### config.mk
export PLATFORM = sky130hd
export DESIGN_NAME = rc4_stream_cipher
export DESIGN_NICKNAME = d
export VERILOG_FILES = /design/src/design/rc4_pkg.sv /design/src/design/rc4_perm_ram.sv /design/src/design/rc4_key_regs.sv /design/src/design/rc4_core.sv /design/src/design/rc4_stream_cipher.sv
export VERILOG_INCLUDE_DIRS = /design/src /design/src/design
export SDC_FILE = /design/constraint.sdc
export NUM_CORES = 2
export LEC_CHECK = 0
export ABC_AREA = 1
export BUFFER_PORTS_ARGS = -buffer_cell sky130_fd_sc_hd__buf_2
export CORE_MARGIN = 1
export CORE_UTILIZATION = 35
export CTS_CLUSTER_DIAMETER = 100
export DETAILED_ROUTE_END_ITERATION = 6
export PLACE_DENSITY_LB_ADDON = 0.3
export RECOVER_POWER = 50
export SLEW_MARGIN = 20
export SYNTH_ARGS = -nofsm -noshare
export SYNTH_HDL_FRONTEND = slang
export SYNTH_SLANG_ARGS = --single-unit
### constraint.sdc
create_clock -name clock -period 19.1 [get_ports clock]
set_input_delay 5.73 -clock clock [delete_from_list [all_inputs] [get_ports clock]]
set_output_delay 5.73 -clock clock [all_outputs]
set_load 0.05 [all_outputs]
### src/design/rc4_stream_cipher_macros.svh
// assertion macros shared by the rc4 stream cipher rtl
`ifndef RC4_STREAM_CIPHER_MACROS_SVH
`define RC4_STREAM_CIPHER_MACROS_SVH

// same-cycle implication, disabled during reset
`define RC4_ASSERT_IMPL(lbl, clk, rst, ante, cons) \
   lbl: assert property (@(posedge clk) disable iff (rst) (ante) |-> (cons)) \
      else $error("rc4 assertion failed");

// next-cycle implication, disabled during reset
`define RC4_ASSERT_NEXT(lbl, clk, rst, ante, cons) \
   lbl: assert property (@(posedge clk) disable iff (rst) (ante) |=> (cons)) \
      else $error("rc4 assertion failed");

`endif

### src/design/rc4_pkg.sv
// shared constants and types of the rc4 stream cipher
package rc4_pkg;

   localparam int TABLE_SIZE    = 256;
   localparam int MAX_KEY_BYTES = 32;
   localparam int BYTE_W        = 8;
   localparam int KEY_IDX_W     = $clog2(MAX_KEY_BYTES);
   localparam int KEY_LEN_W     = 6;
   localparam int KEY_WORDS     = 4;
   localparam int CSR_INDEX_W   = 3;
   localparam int CSR_DATA_W    = 64;

   // register indexes of the configuration port
   localparam logic [CSR_INDEX_W-1:0] CSR_KEY_LENGTH = 3'd0;
   localparam logic [CSR_INDEX_W-1:0] CSR_KEY_WORD_0 = 3'd1;
   localparam logic [CSR_INDEX_W-1:0] CSR_KEY_WORD_1 = 3'd2;
   localparam logic [CSR_INDEX_W-1:0] CSR_KEY_WORD_2 = 3'd3;
   localparam logic [CSR_INDEX_W-1:0] CSR_KEY_WORD_3 = 3'd4;

   // default key "defaultkey", byte 0 in the low bits
   localparam logic [KEY_LEN_W-1:0]  KEY_LENGTH_RESET = 6'd10;
   localparam logic [CSR_DATA_W-1:0] KEY_WORD_0_RESET = 64'h6b74_6c75_6166_6564;
   localparam logic [CSR_DATA_W-1:0] KEY_WORD_1_RESET = 64'h0000_0000_0000_7965;
   localparam logic [CSR_DATA_W-1:0] KEY_WORD_2_RESET = 64'h0;
   localparam logic [CSR_DATA_W-1:0] KEY_WORD_3_RESET = 64'h0;

   typedef logic [BYTE_W-1:0]    byte_type;
   typedef logic [KEY_IDX_W-1:0] key_idx_type;

   typedef struct packed {
      logic     en;
      byte_type addr;
      byte_type data;
   } ram_wr_type;

   typedef struct packed {
      key_idx_type last_idx;
      byte_type    key_byte;
   } key_info_type;

   typedef struct packed {
      logic     valid;
      byte_type data;
   } res_type;

endpackage

### src/design/rc4_perm_ram.sv
// 256 x 8 permutation memory, one write port, one registered read port
module rc4_perm_ram (
   input  logic                clock,
   input  rc4_pkg::ram_wr_type wr,
   input  rc4_pkg::byte_type   rd_addr,
   output rc4_pkg::byte_type   rd_data
);
   import rc4_pkg::*;

   byte_type mem [TABLE_SIZE];
   byte_type rd_data_ff;

   always_ff @(posedge clock) begin
      if (wr.en) begin
         mem[wr.addr] <= wr.data;
      end
      rd_data_ff <= mem[rd_addr];
   end

   assign rd_data = rd_data_ff;

endmodule

### src/design/rc4_key_regs.sv
// key configuration registers and key byte selection
module rc4_key_regs (
   input  logic                                 clock,
   input  logic                                 reset,
   input  logic                                 csr_write_en,
   input  logic [rc4_pkg::CSR_INDEX_W-1:0]      csr_index,
   input  logic [rc4_pkg::CSR_DATA_W-1:0]       csr_write_data,
   input  rc4_pkg::key_idx_type                 key_idx,
   output rc4_pkg::key_info_type                key_info
);
   import rc4_pkg::*;

   logic [KEY_LEN_W-1:0]  key_length_ff;
   logic [CSR_DATA_W-1:0] key_word_ff [KEY_WORDS];
   key_idx_type           last_idx;

   always_ff @(posedge clock) begin
      if (reset) begin
         key_length_ff  <= KEY_LENGTH_RESET;
         key_word_ff[0] <= KEY_WORD_0_RESET;
         key_word_ff[1] <= KEY_WORD_1_RESET;
         key_word_ff[2] <= KEY_WORD_2_RESET;
         key_word_ff[3] <= KEY_WORD_3_RESET;
      end else if (csr_write_en) begin
         case (csr_index)
            CSR_KEY_LENGTH: key_length_ff  <= csr_write_data[KEY_LEN_W-1:0];
            CSR_KEY_WORD_0: key_word_ff[0] <= csr_write_data;
            CSR_KEY_WORD_1: key_word_ff[1] <= csr_write_data;
            CSR_KEY_WORD_2: key_word_ff[2] <= csr_write_data;
            CSR_KEY_WORD_3: key_word_ff[3] <= csr_write_data;
            default: ;
         endcase
      end
   end

   // zero length acts as one byte, long keys saturate
   always_comb begin
      if (key_length_ff == '0) begin
         last_idx = '0;
      end else if (key_length_ff > KEY_LEN_W'(MAX_KEY_BYTES)) begin
         last_idx = KEY_IDX_W'(MAX_KEY_BYTES - 1);
      end else begin
         last_idx = KEY_IDX_W'(key_length_ff - KEY_LEN_W'(1));
      end
   end

   assign key_info.last_idx = last_idx;
   assign key_info.key_byte = key_word_ff[key_idx[KEY_IDX_W-1:3]][{key_idx[2:0], 3'b000} +: BYTE_W];

endmodule

### src/design/rc4_core.sv
// rc4 sequencer: table fill, key schedule and keystream generation
`include "rc4_stream_cipher_macros.svh"

module rc4_core (
   input  logic                  clock,
   input  logic                  reset,
   input  logic                  req_valid,
   input  logic                  req_first_of_message,
   input  rc4_pkg::byte_type     req_data_byte,
   output logic                  req_ready,
   input  rc4_pkg::key_info_type key_info,
   output rc4_pkg::key_idx_type  key_idx,
   output rc4_pkg::ram_wr_type   ram_wr,
   output rc4_pkg::byte_type     ram_rd_addr,
   input  rc4_pkg::byte_type     ram_rd_data,
   output rc4_pkg::res_type      res,
   input  logic                  res_ready
);
   import rc4_pkg::*;

   typedef enum logic [3:0] {
      IDLE,
      FILL,
      KS_RD_N,
      KS_RD_A,
      KS_WR_N,
      KS_WR_A,
      PR_RD_I,
      PR_RD_J,
      PR_WR_I,
      PR_OUT
   } state_type;

   state_type   state_ff, state_in;
   byte_type    cnt_ff, cnt_in;
   byte_type    acc_ff, acc_in;
   key_idx_type kidx_ff, kidx_in;
   byte_type    i_ff, i_in;
   byte_type    j_ff, j_in;
   byte_type    sn_ff, sn_in;
   byte_type    sa_ff, sa_in;
   byte_type    t_ff, t_in;
   byte_type    data_ff, data_in;
   byte_type    ks;

   // keystream byte with the two swap writes forwarded
   always_comb begin
      if (t_ff == j_ff) begin
         ks = sn_ff;
      end else if (t_ff == i_ff) begin
         ks = sa_ff;
      end else begin
         ks = ram_rd_data;
      end
   end

   always_comb begin
      state_in    = state_ff;
      cnt_in      = cnt_ff;
      acc_in      = acc_ff;
      kidx_in     = kidx_ff;
      i_in        = i_ff;
      j_in        = j_ff;
      sn_in       = sn_ff;
      sa_in       = sa_ff;
      t_in        = t_ff;
      data_in     = data_ff;
      ram_wr      = '0;
      ram_rd_addr = cnt_ff;
      res         = '0;
      case (state_ff)
         IDLE: begin
            if (req_valid) begin
               data_in = req_data_byte;
               if (req_first_of_message) begin
                  cnt_in   = '0;
                  state_in = FILL;
               end else begin
                  i_in     = i_ff + 8'd1;
                  state_in = PR_RD_I;
               end
            end
         end
         FILL: begin
            ram_wr.en   = 1'b1;
            ram_wr.addr = cnt_ff;
            ram_wr.data = cnt_ff;
            cnt_in      = cnt_ff + 8'd1;
            if (cnt_ff == 8'hFF) begin
               acc_in   = '0;
               kidx_in  = '0;
               state_in = KS_RD_N;
            end
         end
         KS_RD_N: begin
            ram_rd_addr = cnt_ff;
            state_in    = KS_RD_A;
         end
         KS_RD_A: begin
            sn_in       = ram_rd_data;
            acc_in      = acc_ff + ram_rd_data + key_info.key_byte;
            ram_rd_addr = acc_in;
            state_in    = KS_WR_N;
         end
         KS_WR_N: begin
            ram_wr.en   = 1'b1;
            ram_wr.addr = cnt_ff;
            ram_wr.data = ram_rd_data;
            state_in    = KS_WR_A;
         end
         KS_WR_A: begin
            ram_wr.en   = 1'b1;
            ram_wr.addr = acc_ff;
            ram_wr.data = sn_ff;
            cnt_in      = cnt_ff + 8'd1;
            kidx_in     = (kidx_ff == key_info.last_idx) ? '0 : kidx_ff + 1'b1;
            if (cnt_ff == 8'hFF) begin
               i_in     = 8'd1;
               j_in     = '0;
               state_in = PR_RD_I;
            end else begin
               state_in = KS_RD_N;
            end
         end
         PR_RD_I: begin
            ram_rd_addr = i_ff;
            state_in    = PR_RD_J;
         end
         PR_RD_J: begin
            sn_in       = ram_rd_data;
            j_in        = j_ff + ram_rd_data;
            ram_rd_addr = j_in;
            state_in    = PR_WR_I;
         end
         PR_WR_I: begin
            sa_in       = ram_rd_data;
            ram_wr.en   = 1'b1;
            ram_wr.addr = i_ff;
            ram_wr.data = ram_rd_data;
            t_in        = sn_ff + ram_rd_data;
            ram_rd_addr = t_in;
            state_in    = PR_OUT;
         end
         PR_OUT: begin
            ram_wr.en   = 1'b1;
            ram_wr.addr = j_ff;
            ram_wr.data = sn_ff;
            ram_rd_addr = t_ff;
            res.valid   = 1'b1;
            res.data    = data_ff ^ ks;
            if (res_ready) begin
               state_in = IDLE;
            end
         end
         default: begin
            state_in = IDLE;
         end
      endcase
   end

   always_ff @(posedge clock) begin
      if (reset) begin
         state_ff <= IDLE;
         i_ff     <= '0;
         j_ff     <= '0;
      end else begin
         state_ff <= state_in;
         i_ff     <= i_in;
         j_ff     <= j_in;
      end
   end

   always_ff @(posedge clock) begin
      cnt_ff  <= cnt_in;
      acc_ff  <= acc_in;
      kidx_ff <= kidx_in;
      sn_ff   <= sn_in;
      sa_ff   <= sa_in;
      t_ff    <= t_in;
      data_ff <= data_in;
   end

   assign req_ready = (state_ff == IDLE);
   assign key_idx   = kidx_ff;

   `RC4_ASSERT_IMPL(a_idle_no_write, clock, reset, state_ff == IDLE, !ram_wr.en)
   `RC4_ASSERT_NEXT(a_data_step_i, clock, reset, state_ff == IDLE && req_valid && !req_first_of_message, state_ff == PR_RD_I && i_ff == 8'($past(i_ff) + 8'd1))
   `RC4_ASSERT_NEXT(a_ks_done_idx, clock, reset, state_ff == KS_WR_A && cnt_ff == 8'hFF, state_ff == PR_RD_I && i_ff == 8'd1 && j_ff == 8'd0)

endmodule

### src/design/rc4_stream_cipher.sv
// top level of the rc4 stream cipher with its output register
//
// usage
//   req channel: one transaction carries a data byte and a first_of_message
//   flag; rsp channel: one transaction carries the byte xor keystream, one
//   per request, in order. both channels use valid and ready
//   csr port: key_length (index 0) and key words 0..3 (indexes 1..4), written
//   while the block is idle; the key takes effect at the next first byte
//   sequencing
//   a data byte steps through the accepting state, read i, read j, write i
//   with the keystream read, and write j with the result; the next byte is
//   taken only after the sequencer has handed this result on
//   a first byte first rebuilds the table: identity fill, then key schedule
//   reads and swaps, one memory read and write per cycle
//   reset
//   indices clear, the key returns to the default "defaultkey"; the table
//   is undefined until the first first_of_message transaction
//   stall
//   the output register holds one result; the next request is taken while
//   it waits, and the sequencer holds its last step until the register frees
`include "rc4_stream_cipher_macros.svh"

module rc4_stream_cipher (
   input  logic                            clock,
   input  logic                            reset,
   input  logic                            req_valid,
   output logic                            req_ready,
   input  logic                            req_first_of_message,
   input  logic [7:0]                      req_data_byte,
   output logic                            rsp_valid,
   input  logic                            rsp_ready,
   output logic [7:0]                      rsp_out_byte,
   input  logic                            csr_write_en,
   input  logic [rc4_pkg::CSR_INDEX_W-1:0] csr_index,
   input  logic [rc4_pkg::CSR_DATA_W-1:0]  csr_write_data
);
   import rc4_pkg::*;

   key_info_type key_info;
   key_idx_type  key_idx;
   ram_wr_type   ram_wr;
   byte_type     ram_rd_addr;
   byte_type     ram_rd_data;
   res_type      res;
   logic         res_ready;

   // output register state
   logic     out_valid_ff, out_valid_in;
   byte_type out_byte_ff;

   // key registers and key byte select
   rc4_key_regs u_key_regs (
      .clock          (clock),
      .reset          (reset),
      .csr_write_en   (csr_write_en),
      .csr_index      (csr_index),
      .csr_write_data (csr_write_data),
      .key_idx        (key_idx),
      .key_info       (key_info)
   );

   // permutation table memory
   rc4_perm_ram u_perm_ram (
      .clock   (clock),
      .wr      (ram_wr),
      .rd_addr (ram_rd_addr),
      .rd_data (ram_rd_data)
   );

   // sequencer for fill, key schedule and keystream
   rc4_core u_core (
      .clock                (clock),
      .reset                (reset),
      .req_valid            (req_valid),
      .req_first_of_message (req_first_of_message),
      .req_data_byte        (req_data_byte),
      .req_ready            (req_ready),
      .key_info             (key_info),
      .key_idx              (key_idx),
      .ram_wr               (ram_wr),
      .ram_rd_addr          (ram_rd_addr),
      .ram_rd_data          (ram_rd_data),
      .res                  (res),
      .res_ready            (res_ready)
   );

   // register is free when empty or being drained this cycle
   assign res_ready = !out_valid_ff || rsp_ready;

   always_comb begin
      out_valid_in = out_valid_ff;
      if (res.valid && res_ready) begin
         out_valid_in = 1'b1;
      end else if (rsp_ready) begin
         out_valid_in = 1'b0;
      end
   end

   always_ff @(posedge clock) begin
      if (reset) begin
         out_valid_ff <= 1'b0;
      end else begin
         out_valid_ff <= out_valid_in;
      end
   end

   // payload of the output register
   always_ff @(posedge clock) begin
      if (res.valid && res_ready) begin
         out_byte_ff <= res.data;
      end
   end

   assign rsp_valid    = out_valid_ff;
   assign rsp_out_byte = out_byte_ff;

   `RC4_ASSERT_NEXT(a_result_loaded, clock, reset, res.valid && res_ready,
                    rsp_valid && rsp_out_byte == $past(res.data))

endmodule

# Word level (Yosys, flattened, before mapping)
# Memory sizes are Yosys's and may differ from the RTL's. A register that Yosys moved wholly into a read port is not among the register bits.
# Index checks and enable logic that the tools add are counted.
word_totals:
  ff_bits: 88
  ram_bits: 2304
  in_bits: 81
  out_inout_bits: 10
  elab_cells: 128
  memories: 2
memory_table:
  columns: ["name", "words", "word_bits", "rd", "rd_ports_with_merged_regs", "wr", "line_no", "rtl"]
  rows:
  - ["u_perm_ram.mem", 256, 8, 1, 1, 1, "rc4_perm_ram.sv:10", "byte_type mem [TABLE_SIZE];"]
  - ["u_key_regs.key_word_ff", 4, 64, 1, 1, 4, "rc4_key_regs.sv:14", "logic [CSR_DATA_W-1:0] key_word_ff [KEY_WORDS];"]
classes:
  n_addsub: 8
  n_lt_le_gt_ge: 1
  n_eq_ne: 23
  n_shift: 1
  muxes: 53
  n_bitwise: 5
  n_reduce_logical: 22
op_table:
  columns: ["operator", "count"]
  rows:
  - ["two-way mux 64 bit", 4]
  - ["one-hot mux 17 bit (5 select lines)", 1]
  - ["two-way mux 8 bit", 8]
  - ["one-hot mux 8 bit (2 select lines)", 4]
  - ["indexed part select 64 x 7 -> 8 bit", 1]
  - ["one-hot mux 4 bit (10 select lines)", 1]
  - ["one-hot mux 8 bit (5 select lines)", 1]
  - ["adder 8 bit", 4]
  - ["two-way mux 1 bit", 22]
  - ["two-way mux 5 bit", 4]
  - ["adder 8 x 1 -> 8 bit, second input constant", 2]
  - ["equality test 4 x 3 -> 1 bit, second input constant", 4]
  - ["equality test 8 bit", 2]
  - ["two-way mux 4 bit", 3]
  - ["nonzero test 2 bit", 6]
  - ["one-hot mux 5 bit (2 select lines)", 1]
  - ["AND reduction 2 bit", 5]
  - ["two-way mux 9 bit", 1]
  - ["equality test 4 x 2 -> 1 bit, second input constant", 2]
  - ["equality test 4 bit, second input constant", 2]
  - ["equality test 8 bit, second input constant", 1]
  - ["bitwise XOR 8 bit", 1]
  - ["equality test 3 x 2 -> 1 bit, second input constant", 2]
  - ["> comparator 6 bit, second input constant", 1]
  - ["other kinds (20)", 30]

# Depth between registers and ports, before layout
depth:
  ltp_word: 7
  mapped_depth: 29
  ltp_nobuf: 25

# By module
# Synthesis repeated with hierarchy kept, for this count alone.
unflattened:
  hier_cells: 8964
  hier_area_um2: 101309.7
by_module_without_submodules:
  columns: ["module", "n_inst", "cells_per_inst", "area_each_um2", "seq_area_each_um2"]
  rows:
  - ["rc4_perm_ram", 1, 7003, 83396.2, 61659.1]
  - ["rc4_key_regs", 1, 1273, 12413.2, 7807.5]
  - ["rc4_core", 1, 674, 5212.5, 1991.9]
  - ["rc4_stream_cipher", 1, 14, 287.8, 260.2]

# Least setup slack after synthesis
# OpenSTA, ideal clock, no wires.
synth_path:
  path_type: "flip-flop to flip-flop"
  start: "reg u_core.state_ff[3]"
  end: "mem u_perm_ram.mem[0][1] in the netlist's numbering (data pin)"
  setup_time_ns: 2.189
  t_arrival_ns: 11.103
  required_ns: 16.911
  setup_slack_ns: 5.808
  stages_incl_launch_ff: 5
  n_path_buf: 0
  synth_period_minus_slack_ns: 13.292
  cell_sequence: "dfxtp_1 > nand2_1 > nor2_4 > nor2_1 > o21ai_0"
synth_rtl:
  columns: ["element", "line_no", "rtl"]
  rows:
  - ["start, declared", "rc4_core.sv:34", "state_type state_ff, state_in;"]
  - ["start signal, assigned", "rc4_core.sv:167", "state_ff <= state_in;"]
  - ["end, declared", "rc4_perm_ram.sv:10", null]

==> reports/results.tsv <==
metric	value	unit
status	complete, but fails checks	
failing checks	DRC, capacitance limit, slew limit	
mean area per synthesized cell	10.8	um^2
vias in the first global route	70100	
Net Sw Frac	42.5	%
clock skew	0.0474	ns
Worst Path Buf+Inv	3	
area leader, netlist	edfxtp_1	
fraction of layout cells with a size suffix above 1	5.99	%
count of final max-slew check failures	1763	
crit path kind	reg2reg	
DR iter-0 viols	8216	
hold depth	2	
average wire per standard cell	22.5	um
first-pass GRT wire length	462	mm
Crit path depth	8	
Cell Area, Synth	106000	um^2
clk slew on worst S/H paths	0.06	ns
Worst Min Path Start	u_key_regs.key_length_ff[1]	
CTS tree	done	
PD cells	170	nW/um^2
Post-Syn Nets	9936	
largest net degree at the start of global routing	225	
Post-Route Setup TNS	0	ns
worst r2r path cells	8	
num ports	91	
worst reg2reg startpoint	u_core.state_ff[3]	
routability cong.	0.852	
RSZ-0062 raised after global routing	false	
highest clock rate	72.1	MHz
met2 global-route usage	31.4	%
Area Growth Syn to Fin	11.3	%
die area	306000	um^2
I/O Buffers	90	
CP Launch Type	flip-flop	
sequential share of power	34.1	%
fill count	28700	
Place WS	9.26	ns
CTS resizes	0	
worst reg2reg endpoint	u_perm_ram.mem[134][6]	
DR vias	72500	
critical path required time	18.52	ns
Final ANT Viol Nets	0	
worst slew pin tran	8.61	ns
num rows	201	
maxcap violations	28	
GR Util met1	27.6	%
Cells after Synth	9820	
WP data arrival	13.30	ns
Worst Hold End	u_key_regs.key_length_ff[1]	
# setup viols final	0	
P_int	11.6	mW
CP Cell Sequence	nand2_1 > nor2_1 > nor2_1 > inv_1 > nand2_1 > o221ai_4 > clkbuf_1 > clkbuf_1	
clk root buf	clkbuf_16	
Largest delay share family, worst path	buffers and inverters	
Pwr Total	20.1	mW
GRT Total Usage	19.8	%
hpwl dp	172	mm
Detailed Routing Iterations Pass 1	7	
VDD IR max	0.182	mV
leakage	45.1	nW
multi-input gate area in the final layout	27700	um^2
yosys warns	0	
Initial Utilization	35.3	%
Distinct cells, synth	42	
R2R Setup Slk	5.22	ns
hold_buf cts	0	
total wire length	311	mm
M3 GR Usage	3.48	%
hold slack	0.481	ns
total net switching power	8.56	mW
Final period util	72.7	%
register bit total from synthesis	2402	
Setup WS post-layout	5.22	ns
largest cells by area after synthesis	edfxtp_1 (67%), nand3_1 (8.6%), nand2_1 (6.8%), nand3b_1 (4.1%), inv_1 (4.1%)	
die width	553	um
CP max stage delay	6.02	ns
worst-skew pair later-pin latency	0.85	ns
Slew HR	-474	%
clock tree sinks	2402	
clock power share	24.5	%
Logic pwr share	41.3	%
sequential share of the synthesized area	67.5	%
Die Span Y	553	um
nets	9788	
Max Buffers Root-to-Sink	4	
top-area cell type share of the netlist area	66.8	%
Final Hold Viols	0	
TritonCTS buffer count	269	
Vias/cell	5.24	
DRC Markers	1	
initial antenna violation count	12	
CP endpoint kind	flip-flop	
register area	71800	um^2
core region area	301000	um^2
global route hottest layer	met2	
CP Max Fanout	151	
CTS H-tree lvls	5	
Post-CTS Setup Inserts	0	
Tightest Hold Check Type	reg2reg	
Slowest cell on crit path	clkbuf_1	
Final Util	39.3	%
total global routing overflow	0	
minimum clock period	13.88	ns
==> sequential cells by signal, summed over array words and instances (netlist names), 4 cells and up, named ones only <==
name and count:
u_core.i_ff 8, u_core.t_ff 8, u_core.key_idx 5, u_core.state_ff 4, u_core.acc_ff 8, u_key_regs.key_word_ff 256
u_perm_ram.rd_data 8, u_core.sn_ff 8, u_key_regs.key_length_ff 6, u_core.sa_ff 8, u_core.data_ff 8, u_perm_ram.mem 2048
rsp_out_byte 8, u_core.j_ff 8, u_core.cnt_ff 8
==> through the flow <==
stage / instances / cell area [um^2]
final: 13800 / 118000
after global routing: 13800 / 118000
after CTS: 13800 / 119000
after detailed placement: 13400 / 110000
after global placement: 13400 / 110000
after floorplan: 9820 / 106000
==> final cells by class <==
| type | instances | area share, % |
|---|---|---|
| inverters | 1161 | 3.70 |
| flip-flops and latches | 2402 | 60.6 |
| clock inverters | 118 | 0.719 |
| multi-input cells | 5627 | 23.4 |
| clock buffers | 349 | 6.20 |
| repair buffers | 211 | 1.17 |
| diodes | 2 | 0.00423 |
| well taps | 3958 | 4.18 |
==> worst register-to-register path: stages, from the launching register on <==
cell      delay [ns]
dfxtp_1         0.47
nand2_1         0.17
nor2_1          1.56
nor2_1          0.63
inv_1           0.43
nand2_1         0.15
o221ai_4        0.10
clkbuf_1        2.73
clkbuf_1        6.12
==> cell usage after synthesis, drive strengths merged <==
| master | number |
|---|---|
| or2 | 7 |
| a22o | 3 |
| and2 | 1 |
| a31oi | 5 |
| a2111oi | 2 |
| inv | 1159 |
| a221oi | 2 |
| nand3 | 1831 |
| a211oi | 4 |
| a21oi | 48 |
| nor3b | 4 |
| xor2 | 27 |
| clkbuf | 283 |
| edfxtp | 2365 |
| clkinv | 2 |
| fa | 10 |
| ha | 25 |
| nor4 | 11 |
| o31ai | 1 |
| o21bai | 1 |
| nor3 | 18 |
| o211ai | 132 |
| nand4 | 14 |
| o221ai | 25 |
| nand3b | 587 |
| o22ai | 44 |
| nor2 | 709 |
| buf | 347 |
| a31o | 1 |
| xnor2 | 5 |
| nand2 | 1930 |
| o21ai | 180 |
| dfxtp | 37 |
==> cell families (layout without fill, tap and decap cells) <==
family	count (synthesis)	count (layout)	synth area share, %
AND/OR/NAND/NOR	5112	5112	22.4
flip-flops	2402	2402	67.5
buffers and inverters	1791	1839	6.70
AO/OA/AOI/OAI	448	448	2.61
adder cells (fa/ha/maj)	35	35	0.482
XOR/XNOR	32	32	0.264
other	0	2	0
==> worst max path at each step <==
stage                             startpoint                endpoint
after floorplan           u_core.state_ff[3]    u_perm_ram.mem[0][1]
after global placement             flip-flop   u_perm_ram.rd_data[4]
after detailed placement           flip-flop   u_perm_ram.rd_data[1]
after CTS                          flip-flop   u_perm_ram.rd_data[1]
after global routing      u_core.state_ff[3]   u_perm_ram.mem[18][6]
final                     u_core.state_ff[3]  u_perm_ram.mem[134][6]
==> cell usage in the layout (no fill, tap or decap), types with 5 or more instances in the layout <==
| cell | count |
|---|---|
| nand2_2 | 14 |
| nor2_1 | 704 |
| xor2_1 | 27 |
| nor3_1 | 18 |
| nor4_1 | 9 |
| o211ai_1 | 132 |
| a31oi_1 | 5 |
| or2_2 | 7 |
| buf_12 | 7 |
| fa_1 | 10 |
| xnor2_1 | 5 |
| a21oi_1 | 48 |
| nand3_1 | 1831 |
| inv_2 | 5 |
| clkinv_2 | 39 |
| clkinv_1 | 58 |
| o221ai_1 | 23 |
| nand2_1 | 1907 |
| o22ai_1 | 42 |
| dfxtp_1 | 35 |
| ha_1 | 25 |
| nand4_1 | 14 |
| inv_1 | 1146 |
| clkbuf_8 | 5 |
| o21ai_4 | 5 |
| nand3b_1 | 587 |
| buf_4 | 79 |
| o21ai_0 | 174 |
| clkbuf_16 | 281 |
| edfxtp_1 | 2365 |
| clkbuf_1 | 95 |
| nand2_4 | 6 |
| bufinv_16 | 11 |
| inv_6 | 7 |
| buf_2 | 90 |
==> power by group through the flow <==
stage / Combinational [mW] / Clock, mW / Sequential, mW
after floorplan: 5.14 / 0 / 7.28
after global placement: 8.26 / 0 / 6.84
after detailed placement: 8.29 / 0 / 6.84
after CTS: 8.32 / 5.00 / 6.73
after global routing: 8.97 / 5.19 / 6.89
final: 8.32 / 4.93 / 6.87
==> layer usage <==
layer | up-vias | wire [um]
met4 | 2 | 9790
met5 | - | 9
met3 | 511 | 26000
met1 | 35700 | 134000
met2 | 2980 | 142000
li1 | 33300 | -
Power figures use the tool's default switching activity.
